### config.mk
export PLATFORM = sky130hd
export DESIGN_NAME = stun_attribute_tlv_parser
export DESIGN_NICKNAME = d
export VERILOG_FILES = /design/src/stun_tlv_pkg.sv /design/src/stun_attribute_tlv_parser.sv
export VERILOG_INCLUDE_DIRS = /design/src /design/src/src
export SDC_FILE = /design/constraint.sdc
export NUM_CORES = 1
export LEC_CHECK = 0
export BUFFER_PORTS_ARGS = -buffer_cell sky130_fd_sc_hd__clkbuf_2
export CAP_MARGIN = 25
export CORE_ASPECT_RATIO = 0.6
export CORE_MARGIN = 2
export CORE_UTILIZATION = 37
export CTS_CLUSTER_SIZE = 40
export DETAILED_ROUTE_END_ITERATION = 12
export SYNTH_ARGS = -nofsm -noshare
export SYNTH_HDL_FRONTEND = slang
export SYNTH_SLANG_ARGS = --single-unit
### constraint.sdc
create_clock -name clk -period 8.6 [get_ports clk]
set_input_delay 0 -clock clk [delete_from_list [all_inputs] [get_ports clk]]
set_output_delay 0 -clock clk [all_outputs]
set_load 0.02 [all_outputs]
### src/stun_attribute_tlv_parser_macros.svh
// Assertion macros shared by the STUN attribute parser RTL.
`ifndef STUN_ATTRIBUTE_TLV_PARSER_MACROS_SVH
`define STUN_ATTRIBUTE_TLV_PARSER_MACROS_SVH

`ifndef NO_ASSERTIONS

// Consequent must hold in the same cycle as the antecedent.
`define STUN_TLV_ASSERT_SAME(label, clk, rst, ante, cons) \
  label: assert property (@(posedge clk) disable iff (rst) (ante) |-> (cons)) \
    else $error("STUN parser same-cycle check failed");

// Consequent must hold in the cycle after the antecedent.
`define STUN_TLV_ASSERT_NEXT(label, clk, rst, ante, cons) \
  label: assert property (@(posedge clk) disable iff (rst) (ante) |=> (cons)) \
    else $error("STUN parser next-cycle check failed");

`else

`define STUN_TLV_ASSERT_SAME(label, clk, rst, ante, cons)
`define STUN_TLV_ASSERT_NEXT(label, clk, rst, ante, cons)

`endif

`endif

### src/stun_tlv_pkg.sv
// Types, constants and helpers for the STUN attribute parser.
package stun_tlv_pkg;

  // Walker phase; the codes double as the byte kind reported per byte.
  typedef enum logic [2:0] {
    PH_HEADER  = 3'd0,
    PH_TYPE    = 3'd1,
    PH_LENGTH  = 3'd2,
    PH_VALUE   = 3'd3,
    PH_PAD     = 3'd4,
    PH_OUTSIDE = 3'd5
  } phase_t;

  // Configuration port: 32-bit data, one 16-bit register at byte address 0.
  localparam int PADDR_W = 3;
  localparam int PDATA_W = 32;
  localparam logic [0:0] REG_WATCH_ATTR_TYPE = 1'b0;

  // Last header byte position.
  localparam logic [4:0] HEADER_LAST = 5'd19;
  // Header positions that carry the body length.
  localparam logic [4:0] HEADER_LEN_HI = 5'd2;
  localparam logic [4:0] HEADER_LEN_LO = 5'd3;

  // Attribute value length rounded up to a 4-byte boundary.
  function automatic logic [16:0] padded_len(input logic [15:0] len);
    logic [16:0] sum;
    sum = {1'b0, len} + 17'd3;
    return {sum[16:2], 2'b00};
  endfunction

endpackage

### src/stun_attribute_tlv_parser.sv
// STUN message attribute parser: header and TLV walker with per-byte tags.
`include "stun_attribute_tlv_parser_macros.svh"

// Takes a STUN message one byte per request and returns one tagged result per
// byte: its role (header, attribute type, length, value, padding or outside a
// message), header position, attribute ordinal, type, length, value offset,
// a match flag against the watch register, the body length from header bytes
// 2 and 3, and end-of-attribute, end-of-message and overrun flags.
// start_message on a byte begins a new message at header byte 0.
// A byte is accepted in every clock cycle while the result side keeps up. A
// byte passes through the input register and then the result register; the
// walker state is updated on the single pass between the input register and
// the result register. The input stalls only while both registers are full
// and the result is stalled, so a stalled result holds back one more byte.
// The watch register is written over the APB port at address 0.
module stun_attribute_tlv_parser (
  input  logic                                 clk,
  input  logic                                 rst,
  // Configuration port.
  input  logic                                 psel,
  input  logic                                 penable,
  input  logic                                 pwrite,
  input  logic [stun_tlv_pkg::PADDR_W-1:0]     paddr,
  input  logic [stun_tlv_pkg::PDATA_W-1:0]     pwdata,
  output logic [stun_tlv_pkg::PDATA_W-1:0]     prdata,
  output logic                                 pready,
  // Byte input channel.
  input  logic                                 in_valid,
  output logic                                 in_stall,
  input  logic [7:0]                           data_byte,
  input  logic                                 start_message,
  // Result channel.
  output logic                                 out_valid,
  input  logic                                 out_stall,
  output logic [2:0]                           byte_kind,
  output logic [4:0]                           header_offset,
  output logic [7:0]                           attr_index,
  output logic [15:0]                          attr_kind,
  output logic [15:0]                          attr_length,
  output logic [15:0]                          value_offset,
  output logic [7:0]                           byte_out,
  output logic                                 type_match,
  output logic [15:0]                          message_length,
  output logic                                 attr_done,
  output logic                                 message_done,
  output logic                                 overrun_error
);
  import stun_tlv_pkg::*;

  // Configuration register.
  logic [15:0] watch_attr_type;

  // Input register.
  logic        iq_valid;
  logic [7:0]  iq_byte;
  logic        iq_start;

  // Walker state.
  phase_t      phase, phase_next;
  logic [4:0]  header_count, header_count_next;
  logic [15:0] body_length, body_length_next;
  logic [15:0] body_consumed, body_consumed_next;
  logic [15:0] current_type, current_type_next;
  logic [15:0] current_length, current_length_next;
  logic [15:0] field_count, field_count_next;
  logic [7:0]  attribute_count, attribute_count_next;
  logic        overrun_seen, overrun_seen_next;

  // Result computed for the byte in the input register.
  logic [2:0]  res_kind;
  logic [4:0]  res_hoff;
  logic [7:0]  res_index;
  logic [15:0] res_type;
  logic [15:0] res_len;
  logic [15:0] res_voff;
  logic        res_match;
  logic [15:0] res_msg_len;
  logic        res_adone;
  logic        res_mdone;
  logic        res_overrun;

  logic advance;
  logic step;
  logic cfg_write;

  // The result register takes a new result when empty or being drained.
  assign advance  = !out_valid || !out_stall;
  assign step     = iq_valid && advance;
  assign in_stall = iq_valid && !advance;

  // APB register access; writes land on the access phase.
  assign pready    = 1'b1;
  assign cfg_write = psel && penable && pwrite && pready;
  assign prdata    = (paddr[PADDR_W-1:2] == REG_WATCH_ATTR_TYPE) ?
                     {{(PDATA_W-16){1'b0}}, watch_attr_type} : '0;

  always_ff @(posedge clk) begin
    if (rst) begin
      watch_attr_type <= '0;
    end else if (cfg_write && paddr[PADDR_W-1:2] == REG_WATCH_ATTR_TYPE) begin
      watch_attr_type <= pwdata[15:0];
    end
  end

  // Input register: holds one byte request until the walker takes it.
  always_ff @(posedge clk) begin
    if (rst) begin
      iq_valid <= 1'b0;
    end else if (!in_stall) begin
      iq_valid <= in_valid;
    end
  end

  always_ff @(posedge clk) begin
    if (!in_stall && in_valid) begin
      iq_byte  <= data_byte;
      iq_start <= start_message;
    end
  end

  // Walker state register, updated once per byte that moves on.
  always_ff @(posedge clk) begin
    if (rst) begin
      phase           <= PH_OUTSIDE;
      header_count    <= '0;
      body_length     <= '0;
      body_consumed   <= '0;
      current_type    <= '0;
      current_length  <= '0;
      field_count     <= '0;
      attribute_count <= '0;
      overrun_seen    <= 1'b0;
    end else if (step) begin
      phase           <= phase_next;
      header_count    <= header_count_next;
      body_length     <= body_length_next;
      body_consumed   <= body_consumed_next;
      current_type    <= current_type_next;
      current_length  <= current_length_next;
      field_count     <= field_count_next;
      attribute_count <= attribute_count_next;
      overrun_seen    <= overrun_seen_next;
    end
  end

  // Next state and result for the byte in the input register.
  always_comb begin
    phase_t      ph;
    logic [4:0]  hc;
    logic [15:0] bl;
    logic [15:0] bc;
    logic [15:0] ct;
    logic [15:0] cl;
    logic [15:0] fc;
    logic [7:0]  ac;
    logic        ov;
    logic [16:0] consumed;
    logic [16:0] fc_inc;
    logic [17:0] reach;
    logic        type_known;

    // A start byte drops the message in progress before it is walked.
    ph = iq_start ? PH_HEADER : phase;
    hc = iq_start ? 5'd0  : header_count;
    bl = iq_start ? 16'd0 : body_length;
    bc = iq_start ? 16'd0 : body_consumed;
    ct = iq_start ? 16'd0 : current_type;
    cl = iq_start ? 16'd0 : current_length;
    fc = iq_start ? 16'd0 : field_count;
    ac = iq_start ? 8'd0  : attribute_count;
    ov = iq_start ? 1'b0  : overrun_seen;

    consumed   = {1'b0, bc} + 17'd1;
    fc_inc     = {1'b0, fc} + 17'd1;
    reach      = '0;
    type_known = 1'b1;

    phase_next           = ph;
    header_count_next    = hc;
    body_length_next     = bl;
    body_consumed_next   = bc;
    current_type_next    = ct;
    current_length_next  = cl;
    field_count_next     = fc;
    attribute_count_next = ac;
    overrun_seen_next    = ov;

    res_kind    = PH_OUTSIDE;
    res_hoff    = '0;
    res_index   = '0;
    res_type    = '0;
    res_len     = '0;
    res_voff    = '0;
    res_match   = 1'b0;
    res_msg_len = bl;
    res_adone   = 1'b0;
    res_mdone   = 1'b0;
    res_overrun = 1'b0;

    case (ph)
      PH_HEADER: begin
        // Header bytes: latch the body length, leave at byte 19.
        res_kind = PH_HEADER;
        res_hoff = hc;
        if (hc == HEADER_LEN_HI) begin
          body_length_next = {iq_byte, bl[7:0]};
        end else if (hc == HEADER_LEN_LO) begin
          body_length_next = {bl[15:8], iq_byte};
        end
        if (hc >= HEADER_LAST) begin
          header_count_next = '0;
          field_count_next  = '0;
          if (body_length_next == 16'd0) begin
            res_mdone  = 1'b1;
            phase_next = PH_OUTSIDE;
          end else begin
            phase_next = PH_TYPE;
          end
        end else begin
          header_count_next = hc + 5'd1;
        end
        res_msg_len = body_length_next;
      end
      PH_TYPE, PH_LENGTH, PH_VALUE, PH_PAD: begin
        body_consumed_next = consumed[15:0];
        res_kind = ph;
        case (ph)
          PH_TYPE: begin
            // Two type bytes, high byte first.
            if (fc == 16'd0) begin
              current_type_next   = {iq_byte, 8'h00};
              current_length_next = '0;
              overrun_seen_next   = 1'b0;
              type_known          = 1'b0;
              field_count_next    = 16'd1;
            end else begin
              current_type_next = ct | {8'h00, iq_byte};
              field_count_next  = '0;
              phase_next        = PH_LENGTH;
            end
          end
          PH_LENGTH: begin
            // Two length bytes; the second checks the padded end
            // against the body length.
            if (fc == 16'd0) begin
              current_length_next = {iq_byte, 8'h00};
              field_count_next    = 16'd1;
            end else begin
              current_length_next = cl | {8'h00, iq_byte};
              field_count_next    = '0;
              reach = {1'b0, consumed} + {1'b0, padded_len(current_length_next)};
              if (reach > {2'b00, bl}) begin
                overrun_seen_next = 1'b1;
              end
              if (current_length_next == 16'd0) begin
                res_adone = 1'b1;
              end else begin
                phase_next = PH_VALUE;
              end
            end
          end
          PH_VALUE: begin
            // Value bytes, then padding if the length is not aligned.
            res_voff         = fc;
            field_count_next = fc_inc[15:0];
            if (fc_inc >= {1'b0, cl}) begin
              if (cl[1:0] != 2'b00) begin
                phase_next = PH_PAD;
              end else begin
                res_adone = 1'b1;
              end
            end
          end
          default: begin
            // Padding bytes up to the 4-byte boundary.
            res_voff         = fc;
            field_count_next = fc_inc[15:0];
            if (fc_inc >= padded_len(cl)) begin
              res_adone = 1'b1;
            end
          end
        endcase

        // A finished attribute starts the next one.
        if (res_adone) begin
          phase_next       = PH_TYPE;
          field_count_next = '0;
          if (ac != 8'hFF) begin
            attribute_count_next = ac + 8'd1;
          end
        end

        // The declared body length ends the message, whole or not.
        if (consumed >= {1'b0, bl}) begin
          res_mdone = 1'b1;
          if (!res_adone) begin
            overrun_seen_next = 1'b1;
          end
          phase_next = PH_OUTSIDE;
        end

        res_index   = ac;
        res_type    = current_type_next;
        res_len     = current_length_next;
        res_match   = type_known && (current_type_next == watch_attr_type);
        res_msg_len = bl;
        res_overrun = overrun_seen_next;
      end
      default: begin
        // No message in progress: report the byte and change nothing.
        phase_next = PH_OUTSIDE;
        res_kind   = PH_OUTSIDE;
      end
    endcase
  end

  // Result register.
  always_ff @(posedge clk) begin
    if (rst) begin
      out_valid <= 1'b0;
    end else if (advance) begin
      out_valid <= iq_valid;
    end
  end

  always_ff @(posedge clk) begin
    if (step) begin
      byte_kind      <= res_kind;
      header_offset  <= res_hoff;
      attr_index     <= res_index;
      attr_kind      <= res_type;
      attr_length    <= res_len;
      value_offset   <= res_voff;
      byte_out       <= iq_byte;
      type_match     <= res_match;
      message_length <= res_msg_len;
      attr_done      <= res_adone;
      message_done   <= res_mdone;
      overrun_error  <= res_overrun;
    end
  end

  // Header results never point past the last header byte.
  `STUN_TLV_ASSERT_SAME(a_header_offset_range, clk, rst,
    out_valid && byte_kind == PH_HEADER, header_offset <= HEADER_LAST)

  // A held end-of-message result means the walker has left the message.
  `STUN_TLV_ASSERT_SAME(a_done_leaves_message, clk, rst,
    out_valid && message_done, phase == PH_OUTSIDE)

  // A held end-of-attribute result leaves the walker at a type or outside.
  `STUN_TLV_ASSERT_SAME(a_attr_done_phase, clk, rst,
    out_valid && attr_done, phase == PH_TYPE || phase == PH_OUTSIDE)

  // Header and outside bytes carry no attribute flags.
  `STUN_TLV_ASSERT_SAME(a_no_flags_outside_attr, clk, rst,
    out_valid && (byte_kind == PH_HEADER || byte_kind == PH_OUTSIDE),
    !overrun_error && !type_match && !attr_done)

  // A start byte puts the walker on header byte 1.
  `STUN_TLV_ASSERT_NEXT(a_start_enters_header, clk, rst,
    step && iq_start, phase == PH_HEADER && header_count == 5'd1)

endmodule

### Word-level counts from Yosys, hierarchy flattened

Cells that the tools add are included.

* bits of input ports: 51
* output and inout bits: 127
* logic and storage cells: 136
* register bits: 216

* add/subtract/negate cells: 7
* bitwise logic cells: 4
* reductions and logical operators: 20
* equal/unequal tests: 8
* muxes and demuxes: 66
* magnitude comparators: 5

Operators by type and width (number)
* $mux 16: 20
* $pmux 16 s2: 2
* $logic_not 16->1: 3
* $mux 8: 5
* $add 16x1->17 const B: 2
* $add 16x2->17 const B: 2
* $ge 17x16->1: 2
* $or 16x8->16: 2
* $mux 3: 10
* $mux 1: 20
* $add 17x17->18: 1
* $gt 18x16->1: 1
* $ge 17x17->1: 1
* $eq 16x16->1: 1
* $mux 5: 3
* $pmux 3 s2: 2
* $eq 5x2->1 const B: 2
* $pmux 3 s3: 1
* $add 8x1->8 const B: 1
* $ne 8x8->1 const B: 1
* $logic_and 1x1->1: 7
* $eq 3x2->1 const B: 2
* $add 5x1->5 const B: 1
* $ge 5x5->1 const B: 1
* 12 further kinds: 17

### Depth between registers and ports, before layout

* word-level depth: 11
* gate-level depth with buffers: 30
* depth with buffers taken out: 26

### Least setup slack after synthesis

OpenSTA, ideal clock, no wires.

* path type: reg2reg
* start: register iq_start
* end: register overrun_error (data pin)
* setup time: 0.271 ns
* cell stages (with the launch flop): 25
* buffers on the path: 5
* slack: 3.499 ns
* arrival: 4.831 ns
* data required time: 8.329 ns
* clock period less this slack: 5.101 ns
* cells stage by stage: edfxtp_1 -> buf_2 -> buf_2 -> clkbuf_1 -> clkbuf_1 -> clkbuf_1 -> nor2b_1 -> ha_1 -> nand2_1 -> or3_1 -> nor2_1 -> xnor2_1 -> nor2_1 -> ha_1 -> a21oi_1 -> inv_1 -> o311a_1 -> a31oi_1 -> xnor2_1 -> ha_1 -> o21a_1 -> o21ai_0 -> a31oi_1 -> a211oi_1 -> o22ai_1

* longest elaborated chain between the ends: 10
* elaborated cells on any way between the ends: 37
* classes of those cells: 5 x add/sub; 4 x order compare; 4 x eq/ne; 19 x mux; 1 x bitwise; 4 x reduce/logical

Ends and longest elaborated chain
* start: declaration: line stun_attribute_tlv_parser.sv:56 `logic iq_start;`
* start signal: assignment: line stun_attribute_tlv_parser.sv:117 `iq_start <= start_message;`
* $mux 16: line stun_attribute_tlv_parser.sv:168 `cl = iq_start ? 16'd0 : current_length;`
* $or 16x8->16: line stun_attribute_tlv_parser.sv:249 `current_length_next = cl | {8'h00, iq_byte};`
* $add 16x2->17: line stun_tlv_pkg.sv:28 `sum = {1'b0, len} + 17'd3;`
* $add 17x17->18: line stun_attribute_tlv_parser.sv:251 `reach = {1'b0, consumed} + {1'b0, padded_len(current_length_next)};`
* $gt 18x16->1: line stun_attribute_tlv_parser.sv:252 `if (reach > {2'b00, bl}) begin`
* $mux 1: line stun_attribute_tlv_parser.sv:252
* $mux 1: line stun_attribute_tlv_parser.sv:245 `if (fc == 16'd0) begin`
* $pmux 1 s2: line stun_attribute_tlv_parser.sv:227 `case (ph)`
* $mux 1: line stun_attribute_tlv_parser.sv:296 `if (!res_adone) begin`
* $mux 1: line stun_attribute_tlv_parser.sv:294 `if (consumed >= {1'b0, bl}) begin`
* end signal: assignment: line stun_attribute_tlv_parser.sv:339 `overrun_error <= res_overrun;`
* end: declaration: line stun_attribute_tlv_parser.sv:46 `output logic overrun_error`

Several ways; a longest one is shown, not always the timed one. The select of a mux whose other input is x is not followed.
A chain may end at the register's enable or synchronous reset.

### Worst setup path after layout

Ends and elaborated chain as after synthesis.

==> flow_summary.ini <==
[timing]
slew_headroom_pct = 32.6
grt_setup_unrepaired = no
min_period_ns = 6.11
hold_viol = 0
drv_slew = 0
setup_viol = 0
whs_ns = 0.117
worst_pin_slew_ns = 1.01
min_period_over_period_pct = 71.1
fin_skew_ns = 0.0304
timing.fmax_mhz = 164
setup_tns_ns = 0

[detailed_routing]
wl_mm = 40.8
drc_errors = 0
postRouteAntennaNets = 0
first_pass_iters = 6
drtIter0Drc = 1113
viasPerCell = 5.58
via_count = 11600
wl_per_cell_um = 19.6

[critical_path]
cp.arrival_ns = 6.36
r2r_setup_slack_ns = 2.49
critPathSlowestCell = edfxtp_1
r2r-end = overrun_error$_SDFFCE_PP0P_
slowest_delay_ns = 0.63
crit_fanout = 58
required_ns = 8.85
end_kind = flop
path_class = reg -> reg
r2r-start = iq_start$_DFFE_PP_
r2r_cells = 21
worstPathCellList = buf_4, nand2b_1, nand2_1, nand4b_1, nand2b_4, a2111oi_4, nand2_1, xor2_1, nor2_1, ha_1, a21oi_1, inv_1, o311a_1, a31oi_1, xnor2_1, ha_1, o21a_1, o21ai_0, a31oi_1, a211oi_1, o22ai_1
start_kind = flop

[yosys]
ys_seq_area_share_pct = 41.3
synth.mux.area_fraction_pct = 0.862
synth_adder_area_share_pct = 8.19
syn-instance-count = 1481
synth-async-reset-ratio_pct = 0
synth_edf_count = 101
synth_top_family_by_area = simple AND/OR/NAND/NOR gates
yosys_register_bits = 216
avgSynthCellArea_um2 = 8.72
ys_warn_count = 0
synth_compound_area_share_pct = 16.9
yosys.area_share.xor_xnor_pct = 4.75
synthSimpleGateAreaFrac_pct = 23.0
synthFlopType = dfxtp_1
syn_area_mm2 = 0.0129
yosys.cell_types.count = 89

[placed_design]
globalplace.congestion = 0.928
io_buffers = 142
place_inst = 2011
dp_hpwl_mm = 29.7

[floorplan]
core_mm2 = 0.0340
fp.dieH_um = 149
ios = 178
die_w_um = 245
rows = 52
dieArea_mm2 = 0.0365
start_util_pct = 38.0

[clock_network]
clk-insertion-delay-late_ns = 0.56
cts_tree = done
cts-htree-levels = 1
clock_path_buffers = 3
cts_made_buffers = 23
cts_root_buffer = clkbuf_16
post_cts_buffers = 0
clock-sinks = 216
cts.clk_slew.worst_paths_ns = 0.07

[min_path]
hold_path_class = in -> reg
whs_endpoint = watch_attr_type[7]$_SDFFE_PP0P_
hold_path_depth = 4
min_from = penable

[pwr]
combPwrFrac_pct = 8.6
vdd_drop_max_mv = 0.135
pwr-share-clk_pct = 46.6
netSwitchingFraction_pct = 25.6
p_leak_uw = 0.00584
switching_power_uw = 636
p_int_uw = 1850
cellPowerDensity_mw_per_mm2 = 165
power_uw = 2490
p_seq_share_pct = 44.9

[finish]
seq_area_mm2 = 0.00534
fillers = 3294
layout_commonest_cell = nor2_1
final_cell_mix = nor2_1 (198), nand2_1 (190), clkbuf_2 (141)
stdcell_count = 2084
layout-drive-gt1-share_pct = 14.2
num_antenna_cells = 0
final_nets = 1743
multi_input_area_mm2 = 0.00701
area_growth_syn_to_layout_pct = 16.8

[global_routing]
grt_pass1_wl_mm = 61.9
overflow = 0
grt_max_degree = 82
antenna_found_initial = 0
globalRouteTotalUtil_pct = 21.8
grt_pass1_vias = 10600

[flow_run]
max_cap_violations = 0

[status]
status = complete, no violations
## critical path: cells and delay by family (launching register included)
| kind | cells | cell delay [ns] |
|---|---|---|
| xor gates and xnor gates | 2 | 0.40 |
| buffers and inverters | 2 | 0.51 |
| AOI/OAI and AO/OA | 9 | 2.48 |
| DFF | 1 | 0.63 |
| adders and majority gates | 2 | 0.67 |
| and+or+nand+nor | 6 | 1.10 |
## registers in the layout, indices dropped and copies added (netlist names), 16 cells and up
register / cells
value_offset: 16
attr_length: 16
watch_attr_type: 16
body_consumed: 16
body_length: 16
current_length: 16
current_type: 16
message_length: 16
attr_kind: 16
field_count: 16
## per-stage QoR
step / util [%] / setup slack, ns / area [um^2]
4_1_cts: 44.3 / 2.54 / 15100
3_5_place_dp: 40.9 / 2.58 / 13900
6_report: 44.3 / 2.49 / 15100
2_1_floorplan: - / 3.50 / 13000
5_1_grt: 44.3 / 2.13 / 15100
3_3_place_gp: 40.8 / 2.67 / 13900
## synthesized netlist by cell type, types with 33 or more instances
cell | instances | area, um^2
edfxtp_1 | 101 | 3030
ha_1 | 83 | 1040
nor3_1 | 33 | 165
xnor2_1 | 40 | 350
nor2b_1 | 37 | 231
nand3_1 | 36 | 180
o21ai_0 | 47 | 235
nor2_1 | 199 | 747
inv_1 | 45 | 169
nand2_1 | 190 | 713
a22oi_1 | 58 | 435
a21oi_1 | 97 | 485
clkbuf_1 | 54 | 203
dfxtp_1 | 115 | 2300
## power groups by stage
stage	Sequential (uW)	Combinational [uW]	Clock (uW)
global route	1120	230	1220
floorplan	1150	119	0
CTS	1120	211	1170
finish	1120	213	1160
detailed placement	1140	200	0
global placement	1140	197	0
## timing repair
item / in CTS / in global routing
resized for setup: 0 / 0
hold endpoints to repair: 69 / 0
hold buffers: 29 / 0
## worst max path at each step
stage	cells past startpoint	to	slack [ns]	from
final	21	overrun_error$_SDFFCE_PP0P_	2.49	iq_start$_DFFE_PP_
after global routing	23	overrun_error$_SDFFCE_PP0P_	2.13	iq_start$_DFFE_PP_
after CTS	21	overrun_error$_SDFFCE_PP0P_	2.54	iq_start$_DFFE_PP_
after detailed placement	21	overrun_error$_SDFFCE_PP0P_	2.58	iq_start$_DFFE_PP_
after global placement	21	overrun_error$_SDFFCE_PP0P_	2.67	iq_start$_DFFE_PP_
after floorplan	24	overrun_error$_SDFFCE_PP0P_	3.50	iq_start$_DFFE_PP_
## metal layers
metal	GRT usage [%]	vias to the layer above	wire length [um]
met5	0	-	0
met3	5.97	41	4340
met4	3.57	0	551
met2	29.6	524	16200
met1	34.2	5479	19700
li1	-	5589	-
## layout make-up
cell class / instances / share of cell area [%]
sequential: 216 / 35.4
clock buffer: 25 / 4.00
multi-input combinational: 1135 / 46.5
inverter: 46 / 1.18
clock inverter: 17 / 1.77
timing repair buffer: 186 / 7.44
tap: 459 / 3.81
## cell families after synthesis
kind of cell	Yosys count
mux	11
buf+inv	145
compound gates	326
simple gates	627
flops	216
fa+ha+maj	84
xor+xnor	70
other cells	2
Note: power is estimated with default switching activity, not from simulation.
